## src/hw/rtl/hsv2rgb_pkg.sv

```systemverilog
// shared constants and types for the hsv to rgb converter
package hsv2rgb_pkg;

   localparam logic [12:0] HUE_LIMIT   = 13'd5760;
   localparam logic [12:0] SECTOR_SPAN = 13'd960;
   localparam logic [15:0] UNIT_SCALE  = 16'd65280;
   localparam logic [23:0] HALF_SCALE  = 24'd32640;
   localparam logic [12:0] RECIP_15    = 13'd4369;
   localparam logic [7:0]  LEVEL_MAX   = 8'd255;
   localparam int unsigned STAGES      = 6;

   typedef enum logic [2:0] {
      SECTOR_RED_YELLOW    = 3'd0,
      SECTOR_YELLOW_GREEN  = 3'd1,
      SECTOR_GREEN_CYAN    = 3'd2,
      SECTOR_CYAN_BLUE     = 3'd3,
      SECTOR_BLUE_MAGENTA  = 3'd4,
      SECTOR_MAGENTA_RED   = 3'd5
   } sector_type;

   typedef struct packed {
      logic mul_en;
      logic div_en;
   } scale_ctl_type;

endpackage

```

## src/hw/rtl/hsv_to_rgb_converter.sv

```systemverilog
// hsv to rgb pixel converter, six-stage pipeline
//
//  channel   direction  fields                              handshake
//  req_      in         hue[12:0] saturation[7:0] brightness[7:0]  valid/stall
//  rsp_      out        red[7:0] green[7:0] blue[7:0]       valid/stall
//
// one pixel per clock sustained while rsp_stall is low; an accepted pixel raises rsp_valid after passing every stage
// stages: sector split, fraction, shade terms, multiply, divide, sector mux
// synchronous reset empties the pipeline, payload registers are not reset
// each stage holds while the one after it is full and stalled, so bubbles fill
// req_stall rises only when every stage is full and rsp_stall is high
module hsv_to_rgb_converter (
   input  logic        clock,
   input  logic        reset,
   input  logic        req_valid,
   output logic        req_stall,
   input  logic [12:0] req_hue,
   input  logic [7:0]  req_saturation,
   input  logic [7:0]  req_brightness,
   output logic        rsp_valid,
   input  logic        rsp_stall,
   output logic [7:0]  rsp_red,
   output logic [7:0]  rsp_green,
   output logic [7:0]  rsp_blue
);

   logic [hsv2rgb_pkg::STAGES-1:0] vld_ff;
   logic [hsv2rgb_pkg::STAGES-1:0] vld_in;
   logic [hsv2rgb_pkg::STAGES-1:0] adv;

   // stage 1
   hsv2rgb_pkg::sector_type sec1_ff, sec1_in;
   logic [9:0]  rem1_ff, rem1_in;
   logic [7:0]  sat1_ff, val1_ff;
   logic [12:0] rem_wide;
   // stage 2
   hsv2rgb_pkg::sector_type sec2_ff;
   logic [7:0]  f8_2_ff, f8_2_in, sat2_ff, val2_ff;
   logic [24:0] f8_prod;
   // stage 3
   hsv2rgb_pkg::sector_type sec3_ff;
   logic [7:0]  val3_ff;
   logic [15:0] xp3_ff, xp3_in, xq3_ff, xq3_in, xt3_ff, xt3_in;
   logic [8:0]  f8_comp;
   // stages 4 and 5
   hsv2rgb_pkg::sector_type sec4_ff, sec5_ff;
   logic [7:0]  val4_ff, val5_ff;
   logic [7:0]  lvl_p, lvl_q, lvl_t;
   hsv2rgb_pkg::scale_ctl_type scale_ctl;
   // stage 6
   logic [7:0]  red_ff, red_in, green_ff, green_in, blue_ff, blue_in;

   always_comb begin
      adv[hsv2rgb_pkg::STAGES-1] = !vld_ff[hsv2rgb_pkg::STAGES-1] || !rsp_stall;
      for (int i = hsv2rgb_pkg::STAGES - 2; i >= 0; i--) begin
         adv[i] = !vld_ff[i] || adv[i+1];
      end
   end

   always_comb begin
      vld_in = vld_ff;
      if (adv[0]) begin
         vld_in[0] = req_valid;
      end
      for (int i = 1; i < hsv2rgb_pkg::STAGES; i++) begin
         if (adv[i]) begin
            vld_in[i] = vld_ff[i-1];
         end
      end
   end

   always_ff @(posedge clock) begin
      if (reset) begin
         vld_ff <= '0;
      end else begin
         vld_ff <= vld_in;
      end
   end

   assign req_stall = !adv[0];

   // clamp and split hue into sector and remainder
   always_comb begin
      rem_wide = '0;
      sec1_in  = hsv2rgb_pkg::SECTOR_RED_YELLOW;
      priority if (req_hue >= hsv2rgb_pkg::HUE_LIMIT) begin
         rem_wide = '0;
         sec1_in  = hsv2rgb_pkg::SECTOR_RED_YELLOW;
      end else if (req_hue >= 13'(5 * hsv2rgb_pkg::SECTOR_SPAN)) begin
         rem_wide = req_hue - 13'(5 * hsv2rgb_pkg::SECTOR_SPAN);
         sec1_in  = hsv2rgb_pkg::SECTOR_MAGENTA_RED;
      end else if (req_hue >= 13'(4 * hsv2rgb_pkg::SECTOR_SPAN)) begin
         rem_wide = req_hue - 13'(4 * hsv2rgb_pkg::SECTOR_SPAN);
         sec1_in  = hsv2rgb_pkg::SECTOR_BLUE_MAGENTA;
      end else if (req_hue >= 13'(3 * hsv2rgb_pkg::SECTOR_SPAN)) begin
         rem_wide = req_hue - 13'(3 * hsv2rgb_pkg::SECTOR_SPAN);
         sec1_in  = hsv2rgb_pkg::SECTOR_CYAN_BLUE;
      end else if (req_hue >= 13'(2 * hsv2rgb_pkg::SECTOR_SPAN)) begin
         rem_wide = req_hue - 13'(2 * hsv2rgb_pkg::SECTOR_SPAN);
         sec1_in  = hsv2rgb_pkg::SECTOR_GREEN_CYAN;
      end else if (req_hue >= hsv2rgb_pkg::SECTOR_SPAN) begin
         rem_wide = req_hue - hsv2rgb_pkg::SECTOR_SPAN;
         sec1_in  = hsv2rgb_pkg::SECTOR_YELLOW_GREEN;
      end else begin
         rem_wide = req_hue;
         sec1_in  = hsv2rgb_pkg::SECTOR_RED_YELLOW;
      end
   end

   assign rem1_in = rem_wide[9:0];

   // f8 = floor(rem * 4 / 15) via reciprocal of 15
   assign f8_prod = {13'd0, rem1_ff, 2'b01} * {12'd0, hsv2rgb_pkg::RECIP_15};
   assign f8_2_in = f8_prod[23:16];

   assign f8_comp = 9'd256 - {1'b0, f8_2_ff};
   assign xp3_in  = hsv2rgb_pkg::UNIT_SCALE - {sat2_ff, 8'd0};
   assign xq3_in  = hsv2rgb_pkg::UNIT_SCALE - ({8'd0, f8_2_ff} * {8'd0, sat2_ff});
   assign xt3_in  = hsv2rgb_pkg::UNIT_SCALE - ({7'd0, f8_comp} * {8'd0, sat2_ff});

   always_ff @(posedge clock) begin
      if (adv[0]) begin
         sec1_ff <= sec1_in;
         rem1_ff <= rem1_in;
         sat1_ff <= req_saturation;
         val1_ff <= req_brightness;
      end
      if (adv[1]) begin
         sec2_ff <= sec1_ff;
         f8_2_ff <= f8_2_in;
         sat2_ff <= sat1_ff;
         val2_ff <= val1_ff;
      end
      if (adv[2]) begin
         sec3_ff <= sec2_ff;
         val3_ff <= val2_ff;
         xp3_ff  <= xp3_in;
         xq3_ff  <= xq3_in;
         xt3_ff  <= xt3_in;
      end
      if (adv[3]) begin
         sec4_ff <= sec3_ff;
         val4_ff <= val3_ff;
      end
      if (adv[4]) begin
         sec5_ff <= sec4_ff;
         val5_ff <= val4_ff;
      end
      if (adv[5]) begin
         red_ff   <= red_in;
         green_ff <= green_in;
         blue_ff  <= blue_in;
      end
   end

   assign scale_ctl.mul_en = adv[3];
   assign scale_ctl.div_en = adv[4];

   hsv2rgb_scale u_scale_p (
      .clock (clock),
      .v     (val3_ff),
      .x     (xp3_ff),
      .ctl   (scale_ctl),
      .level (lvl_p)
   );

   hsv2rgb_scale u_scale_q (
      .clock (clock),
      .v     (val3_ff),
      .x     (xq3_ff),
      .ctl   (scale_ctl),
      .level (lvl_q)
   );

   hsv2rgb_scale u_scale_t (
      .clock (clock),
      .v     (val3_ff),
      .x     (xt3_ff),
      .ctl   (scale_ctl),
      .level (lvl_t)
   );

   always_comb begin
      unique case (sec5_ff)
         hsv2rgb_pkg::SECTOR_RED_YELLOW: begin
            red_in = val5_ff; green_in = lvl_t; blue_in = lvl_p;
         end
         hsv2rgb_pkg::SECTOR_YELLOW_GREEN: begin
            red_in = lvl_q; green_in = val5_ff; blue_in = lvl_p;
         end
         hsv2rgb_pkg::SECTOR_GREEN_CYAN: begin
            red_in = lvl_p; green_in = val5_ff; blue_in = lvl_t;
         end
         hsv2rgb_pkg::SECTOR_CYAN_BLUE: begin
            red_in = lvl_p; green_in = lvl_q; blue_in = val5_ff;
         end
         hsv2rgb_pkg::SECTOR_BLUE_MAGENTA: begin
            red_in = lvl_t; green_in = lvl_p; blue_in = val5_ff;
         end
         default: begin
            red_in = val5_ff; green_in = lvl_p; blue_in = lvl_q;
         end
      endcase
   end

   assign rsp_valid = vld_ff[hsv2rgb_pkg::STAGES-1];
   assign rsp_red   = red_ff;
   assign rsp_green = green_ff;
   assign rsp_blue  = blue_ff;

   // accepted transaction lands in the first stage
   assert property (@(posedge clock) disable iff (reset)
      req_valid && !req_stall |=> vld_ff[0])
      else $error("accepted transaction missing from first stage");

   // input is held off only when the whole pipeline is full and stalled
   assert property (@(posedge clock) disable iff (reset)
      req_stall |-> (&vld_ff) && rsp_stall)
      else $error("input stalled with room in the pipeline");

   // occupancy grows by at most one transaction per cycle
   assert property (@(posedge clock) disable iff (reset)
      1'b1 |=> $countones(vld_ff) <= $past($countones(vld_ff)) + 1)
      else $error("pipeline occupancy grew by more than one");

   // a stalled output stage keeps its neighbor from overwriting it
   assert property (@(posedge clock) disable iff (reset)
      rsp_valid && rsp_stall |=> rsp_valid && $stable(red_ff) && $stable(blue_ff))
      else $error("stalled output stage was overwritten");

endmodule

```

## src/hw/rtl/hsv2rgb_scale.sv

```systemverilog
// two-stage level scaler: round(v * x / 65280)
module hsv2rgb_scale (
   input  logic                       clock,
   input  logic [7:0]                 v,
   input  logic [15:0]                x,
   input  hsv2rgb_pkg::scale_ctl_type ctl,
   output logic [7:0]                 level
);

   logic [23:0] prod_ff;
   logic [23:0] prod_in;
   logic [7:0]  level_ff;
   logic [7:0]  level_in;
   logic [15:0] z;
   logic [7:0]  q0;
   logic [8:0]  r;

   assign prod_in = {16'd0, v} * {8'd0, x} + hsv2rgb_pkg::HALF_SCALE;

   // divide by 255 * 256: drop low byte, then divide by 255 with one correction
   assign z  = prod_ff[23:8];
   assign q0 = z[15:8];
   assign r  = {1'b0, z[7:0]} + {1'b0, q0};

   always_comb begin
      if (r >= {1'b0, hsv2rgb_pkg::LEVEL_MAX}) begin
         level_in = q0 + 8'd1;
      end else begin
         level_in = q0;
      end
   end

   always_ff @(posedge clock) begin
      if (ctl.mul_en) begin
         prod_ff <= prod_in;
      end
      if (ctl.div_en) begin
         level_ff <= level_in;
      end
   end

   assign level = level_ff;

endmodule

```

## config.mk

```make
export PLATFORM = sky130hd
export DESIGN_NAME = hsv_to_rgb_converter
export DESIGN_NICKNAME = d
export VERILOG_FILES = /design/src/hw/rtl/hsv2rgb_pkg.sv /design/src/hw/rtl/hsv_to_rgb_converter.sv /design/src/hw/rtl/hsv2rgb_scale.sv
export SDC_FILE = /design/constraint.sdc
export NUM_CORES = 1
export LEC_CHECK = 0
export BUFFER_PORTS_ARGS = -buffer_cell sky130_fd_sc_hd__buf_2
export CAP_MARGIN = 25
export CORE_UTILIZATION = 45
export CTS_BUF_LIST = sky130_fd_sc_hd__clkbuf_4
export CTS_CLUSTER_DIAMETER = 40
export DETAILED_ROUTE_END_ITERATION = 10
export SKIP_LAST_GASP = 1
export SYNTH_ARGS = -nofsm -noshare
export SYNTH_HDL_FRONTEND = slang
export SYNTH_HIERARCHICAL = 1
export SYNTH_SLANG_ARGS = --single-unit
```

## constraint.sdc

```tcl
create_clock -name clock -period 12 [get_ports clock]
set_input_delay 1.8 -clock clock [delete_from_list [all_inputs] [get_ports clock]]
set_output_delay 1.8 -clock clock [all_outputs]
set_load 0.01 [all_outputs]
```

* Word-level counts from Yosys, hierarchy flattened *
Index checks and enable logic that the tools add are counted.

cells by class
  add/subtract/negate cells = 18
  multiply operators = 6
  divide/modulo/power cells = 0
  magnitude comparators = 9
  equal/unequal tests = 4
  shift operators = 0
  mux-type cells = 16
  bitwise operators = 0
  reduce and logical (&&, ||, !) cells = 20

operators with widths
  kind                      count
  $add A24 B15 Y24 const B  3
  $mul A8 B16 Y24           3
  $pmux W8 S3               3
  $mux W10                  5
  $sub A10 B10 Y10 const B  5
  $sub A16 B16 Y16 const A  3
  $add A8 B8 Y9             3
  $ge A9 B8 Y1 const B      3
  $ge A13 B12 Y1 const B    2
  $ge A13 B13 Y1 const B    2
  $add A8 B1 Y8 const B     3
  $mul A12 B13 Y24 const B  1
  $mux W8                   3
  $mul A8 B8 Y16            1
  $mul A9 B8 Y16            1
  $ge A13 B10 Y1 const B    1
  $ge A13 B11 Y1 const B    1
  $sub A9 B8 Y9 const A     1
  $logic_not A1 Y1          8
  $reduce_or A2 Y1          4
  $eq A3 B2 Y1 const B      2
  $logic_or A1 B1 Y1        6
  $mux W3                   2
  $mux W2                   2
  other kinds (5)           5

word-level totals
  flip-flop bits (word level) = 263
  bits in latches = 0
  RAM bits = 0
  ROM bits = 0
  bits of input ports = 33
  output and inout bits = 26
  word-level logic and storage cells = 106
  memories kept = 0

* Longest topological paths before layout *
  depth in word-level cells = 8
  depth in mapped cells = 21
  gate-level depth less buffers = 21

* By module *
The synthesis kept the hierarchy.

modules (own cells, without submodules)
  module                      times used  cells each  area an instance (µm²)  seq. area each (µm²)
  hsv_to_rgb_converter        1           1156        12233.0                 4684.5
  hsv2rgb_scale at u_scale_q  1           532         5123.7                  720.7
  hsv2rgb_scale at u_scale_t  1           539         5104.9                  720.7
  hsv2rgb_scale at u_scale_p  1           524         5082.4                  720.7

* Least setup slack after synthesis *
OpenSTA, ideal clock, no wires.

  path type = reg2reg
  start point = register f8_2_ff[0]
  end point = register xt3_ff[15] (data pin)
  setup time = 0.278 ns
  arrival = 5.057 ns
  data required time = 11.722 ns
  setup slack = 6.665 ns
  cell stages (with the launch flop) = 21
  path buffers = 0
  clock period less this slack = 5.335 ns
  cells stage by stage = edfxtp_1 > clkinv_1 > ha_1 > nor2b_1 > nand2_1 > xor2_1 > and2_1 > fa_1 > fa_1 > inv_1 > fa_1 > inv_1 > fa_1 > inv_1 > ha_1 > nor3_1 > nor2_1 > o21ai_0 > a2111oi_0 > or4_1 > o311ai_0

on the way
  longest elaborated chain between the ends = 3

RTL lines
  item                    RTL line                     text
  from (decl)             hsv_to_rgb_converter.sv:38   logic [7:0] f8_2_ff, f8_2_in, sat2_ff, val2_ff;
  from (signal assigned)  hsv_to_rgb_converter.sv:130  f8_2_ff <= f8_2_in;
  $sub A9 B8 Y9           hsv_to_rgb_converter.sv:116  assign f8_comp = 9'd256 - {1'b0, f8_2_ff};
  $mul A9 B8 Y16          hsv_to_rgb_converter.sv:119  assign xt3_in = hsv2rgb_pkg::UNIT_SCALE - ({7'd0, f8_comp} * {8'd0, sat2_ff});
  $sub A16 B16 Y16        hsv_to_rgb_converter.sv:119
  named net xt3_in[15]    hsv_to_rgb_converter.sv:43   logic [15:0] xp3_ff, xp3_in, xq3_ff, xq3_in, xt3_ff, xt3_in;
  to (signal assigned)    hsv_to_rgb_converter.sv:139  xt3_ff <= xt3_in;
  to (decl)               hsv_to_rgb_converter.sv:43

The timed path passes the listed nets, and every way through them passes these cells.
A chain may end at the register's enable or synchronous reset.

* Worst setup path in the final report *
Same ends and word-level chain as after synthesis.

==> flow_summary.html <==
<table>
<tr><th>Metric</th><th>Value</th></tr>
<tr><th colspan="2">Final layout</th></tr>
<tr><td>Commonest cells after routing, fill and taps aside</td><td>inv_1 (530), fa_1 (334), ha_1 (323)</td></tr>
<tr><td>Fraction of final layout cells with drive strength greater than 1</td><td>8.19%</td></tr>
<tr><td>Filler Cells Inserted</td><td>5554</td></tr>
<tr><td>Area delta synth-&gt;final</td><td>8.13%</td></tr>
<tr><td>Area taken by flip-flops and latches</td><td>approximately 6800 sq um</td></tr>
<tr><td># nets final</td><td>3587</td></tr>
<tr><td>Final instance area</td><td>~30000 sq um</td></tr>
<tr><td>Combined area of the multi-input logic cells</td><td>18700 sq um</td></tr>
<tr><td>Most common cell after layout, fill and taps aside</td><td>inv_1</td></tr>
<tr><th colspan="2">Timing</th></tr>
<tr><td>Unrepaired setup endpoints after global routing</td><td>no</td></tr>
<tr><td>Max Transition Viols Final</td><td>0</td></tr>
<tr><td>Total negative setup slack</td><td>0 ns</td></tr>
<tr><td>Transition time at the pin with the least slew margin</td><td>1.02 ns</td></tr>
<tr><td>Endpoints failing setup</td><td>0</td></tr>
<tr><td>Clock skew</td><td>0.0605 ns</td></tr>
<tr><td>Final critical delay including setup and external delays</td><td>6.06 ns</td></tr>
<tr><td>Highest attainable clock frequency</td><td>165 MHz</td></tr>
<tr><td>Final period util</td><td>approximately half</td></tr>
<tr><td>Rel. slew slack</td><td>31.9%</td></tr>
<tr><td>Number of hold violations in the final report</td><td>0</td></tr>
<tr><th colspan="2">Synth</th></tr>
<tr><td>Synth cell types</td><td>84</td></tr>
<tr><td>Top flip-flop cell by instance count after synthesis</td><td>edfxtp_1</td></tr>
<tr><td>Async set-reset flop share out of synthesis</td><td>0%</td></tr>
<tr><td>Average footprint of a synthesized cell</td><td>10.0 sq um</td></tr>
<tr><td>Post-Synthesis Cells</td><td>2751</td></tr>
<tr><td>Fraction of the yosys area taken by sequential cells</td><td>between 20% and 30%</td></tr>
<tr><td>Number of flops mapped to enable cells by yosys</td><td>224</td></tr>
<tr><td>Post-synthesis sequential element count</td><td>230</td></tr>
<tr><td>Warning count from the yosys run</td><td>6</td></tr>
<tr><td>Post-synthesis cell area</td><td>around 28000 sq um</td></tr>
<tr><th colspan="2">Floorplan</th></tr>
<tr><td>Count of pins on the block boundary</td><td>59</td></tr>
<tr><td>Vert. Die Dim</td><td>249 um</td></tr>
<tr><td>Area enclosed by the die boundary</td><td>between 60000 and 70000 sq um</td></tr>
<tr><td>Cell row count</td><td>90</td></tr>
<tr><td>Placeable core area</td><td>60500 sq um</td></tr>
<tr><td>Initial Util</td><td>45.5%</td></tr>
<tr><td>Chip width</td><td>249 um</td></tr>
<tr><th colspan="2">Setup path</th></tr>
<tr><td>Capture instance of the worst register-to-register path</td><td>xt3_ff[15]</td></tr>
<tr><td>Slowest stage cell on the critical path</td><td>a2111oi_0</td></tr>
<tr><td>Max Fanout on Critical Path</td><td>9</td></tr>
<tr><td>CP top delay family</td><td>adder cells</td></tr>
<tr><td>Total buffers and inverters traversed by the critical path</td><td>4</td></tr>
<tr><td>Worst reg2reg path startpoint</td><td>f8_2_ff[0]</td></tr>
<tr><td>Cells on worst reg2reg path</td><td>20</td></tr>
<tr><td>Arrival time reported for the critical path endpoint</td><td>between 6 and 7 ns</td></tr>
<tr><td>Critical path class</td><td>reg -&gt; reg</td></tr>
<tr><td>Startpoint Class</td><td>register</td></tr>
<tr><td>Cell-by-cell listing of the critical path</td><td>clkinv_1 &gt; ha_1 &gt; nor2b_1 &gt; nand2_1 &gt; xor2_1 &gt; and2_1 &gt; fa_1 &gt; fa_1 &gt; inv_1 &gt; fa_1 &gt; inv_1 &gt; fa_1 &gt; inv_1 &gt; ha_1 &gt; nor3_1 &gt; nor2_1 &gt; o21ai_0 &gt; a2111oi_0 &gt; or4_1 &gt; o311ai_0</td></tr>
<tr><td>Worst EP required</td><td>12.45 ns</td></tr>
<tr><td>Setup slack of the most critical reg-to-reg path</td><td>5.94 ns</td></tr>
<tr><td>Biggest cell delay along the critical path</td><td>0.60 ns</td></tr>
<tr><td>Cell mode on critical path</td><td>fa_1</td></tr>
<tr><td>Endpoint class of the critical path</td><td>register</td></tr>
<tr><th colspan="2">Hold path</th></tr>
<tr><td>Worst hold path cell count</td><td>0</td></tr>
<tr><td>Hold path startpoint</td><td>val2_ff[2]</td></tr>
<tr><td>Worst Hold Path EP</td><td>val3_ff[2]</td></tr>
<tr><td>Classification of the worst-slack hold path</td><td>reg -&gt; reg</td></tr>
<tr><th colspan="2">Job</th></tr>
<tr><td>Max-cap violation count</td><td>0</td></tr>
<tr><th colspan="2">Placement</th></tr>
<tr><td>Post-placement cell area</td><td>28900 sq um</td></tr>
<tr><td>Placer Congestion</td><td>0.856</td></tr>
<tr><td># port buffers</td><td>58</td></tr>
<tr><td>Placed wire-length estimate</td><td>about 45 mm</td></tr>
<tr><th colspan="2">CTS</th></tr>
<tr><td>Clock latency reported for the late side of the worst-skew pair</td><td>0.77 ns</td></tr>
<tr><td>Clock tree from TritonCTS</td><td>yes</td></tr>
<tr><td>Clock buffer count from CTS</td><td>~70</td></tr>
<tr><td>Postcts setup bufs</td><td>0</td></tr>
<tr><td>Master cell of the clock root buffer</td><td>clkbuf_4</td></tr>
<tr><td>H-tree depth</td><td>3</td></tr>
<tr><td>Clock sinks</td><td>between 200 and 250</td></tr>
<tr><td>Clock-pin transition on the worst setup and hold timing paths</td><td>0.06 ns</td></tr>
<tr><td>Cells resized by post-CTS repair</td><td>0</td></tr>
<tr><td>Quantity of hold-fixing buffers added after cts</td><td>0</td></tr>
<tr><td>Buffer depth of the longest clock path</td><td>3</td></tr>
<tr><th colspan="2">Global route</th></tr>
<tr><td>Via count of the first global-routing pass</td><td>19943</td></tr>
<tr><td>Global-route wire length before repair</td><td>around 97 mm</td></tr>
<tr><td>Maximum number of pins on one net before global-route repair</td><td>60</td></tr>
<tr><td>Total Routing Usage GR</td><td>19.1%</td></tr>
<tr><td>Initial antenna violation count</td><td>1</td></tr>
<tr><td>Aggregate global routing overflow</td><td>0</td></tr>
<tr><th colspan="2">Detailed routing</th></tr>
<tr><td>Vias per cell</td><td>5.03</td></tr>
<tr><td>Detailed-route wire length</td><td>57.2 mm</td></tr>
<tr><td>ANT nets after route</td><td>0</td></tr>
<tr><td>TritonRoute pass-1 iters</td><td>8</td></tr>
<tr><td>Iter 0 DRT Violations</td><td>a little over 800</td></tr>
<tr><td>DRC viols</td><td>0</td></tr>
<tr><td>Number of vias in the routed layout</td><td>18737</td></tr>
<tr><td>Wire length per cell</td><td>15.4 um</td></tr>
<tr><th colspan="2">Outcome</th></tr>
<tr><td>Status</td><td>completed</td></tr>
</table>
synthesized netlist by cell type (33+ instances only):
master	n	area share, %
edfxtp_1	224	24
o21ai_0	52	0.94
a21oi_1	89	1.6
and2_1	271	6.2
ha_1	323	15
nor2_1	87	1.2
nand2_1	283	3.9
fa_1	334	24
xor2_1	33	1.0
clkbuf_1	53	0.72
xnor2_1	68	2.2
inv_1	531	7.2
cells by family (layout without fill, tap and decap cells):
| logic type | count (synthesis) | after routing | share of synthesized area [%] |
|---|---|---|---|
| AO/OA/AOI/OAI | 319 | 319 | 8.01 |
| other | 1 | 64 | 0.0136 |
| XOR/XNOR | 101 | 101 | 3.21 |
| multiplexers | 47 | 47 | 1.83 |
| adder cells (fa/ha/maj) | 657 | 657 | 38.9 |
| buffers and inverters | 594 | 725 | 8.13 |
| flip-flops | 230 | 230 | 24.9 |
| AND/OR/NAND/NOR | 802 | 802 | 15.0 |
sequential cells by signal, indices dropped and copies added (netlist names), 10 cells and up:
signal / count
xq3_ff: 16
u_scale_q/prod_ff: 16
xt3_ff: 15
rem1_ff: 10
u_scale_p/prod_ff: 16
u_scale_t/prod_ff: 16
cell type report:
cell class / instances / area share, %
well taps: 782 / 3.29
repair buffers: 75 / 1.51
clock buffers: 96 / 2.42
multi-input cells: 1988 / 62.7
flip-flops and latches: 230 / 23.0
diodes: 2 / 0.0168
clock inverters: 20 / 0.298
inverters: 534 / 6.73
layer usage:
layer	routed length [um]	global-route usage, %	vias to the layer above	share of wire, %
li1	-	-	9238	-
met1	26600	25.2	9103	47
met2	27900	32.9	315	49
met3	1730	2.69	81	3.0
met4	971	5.19	0	1.7
met5	0	0	-	0
how the worst max path moves through the flow:
| stage | cells after the start | from | to |
|---|---|---|---|
| CTS | 20 | f8_2_ff[0] | xt3_ff[15] |
| finish | 20 | f8_2_ff[0] | xt3_ff[15] |
| global placement | 20 | f8_2_ff[0] | xt3_ff[15] |
| detailed placement | 20 | f8_2_ff[0] | xt3_ff[15] |
| floorplan | 20 | f8_2_ff[0] | xt3_ff[15] |
| global route | 20 | f8_2_ff[1] | xt3_ff[15] |
through the flow:
step	hold WS (ns)	util, %	setup slack [ns]	std cells
after floorplan	0.400	-	6.67	2812
after global placement	0.402	47.8	6.14	3607
after detailed placement	0.405	47.9	6.02	3608
after CTS	0.399	49.2	5.98	3724
after global routing	0.406	49.2	5.55	3726
final	0.400	49.3	5.94	3727
Power is left out: the tool's default activity adds up to more than one toggle a clock period on the data nets, which glitch-free logic cannot reach.
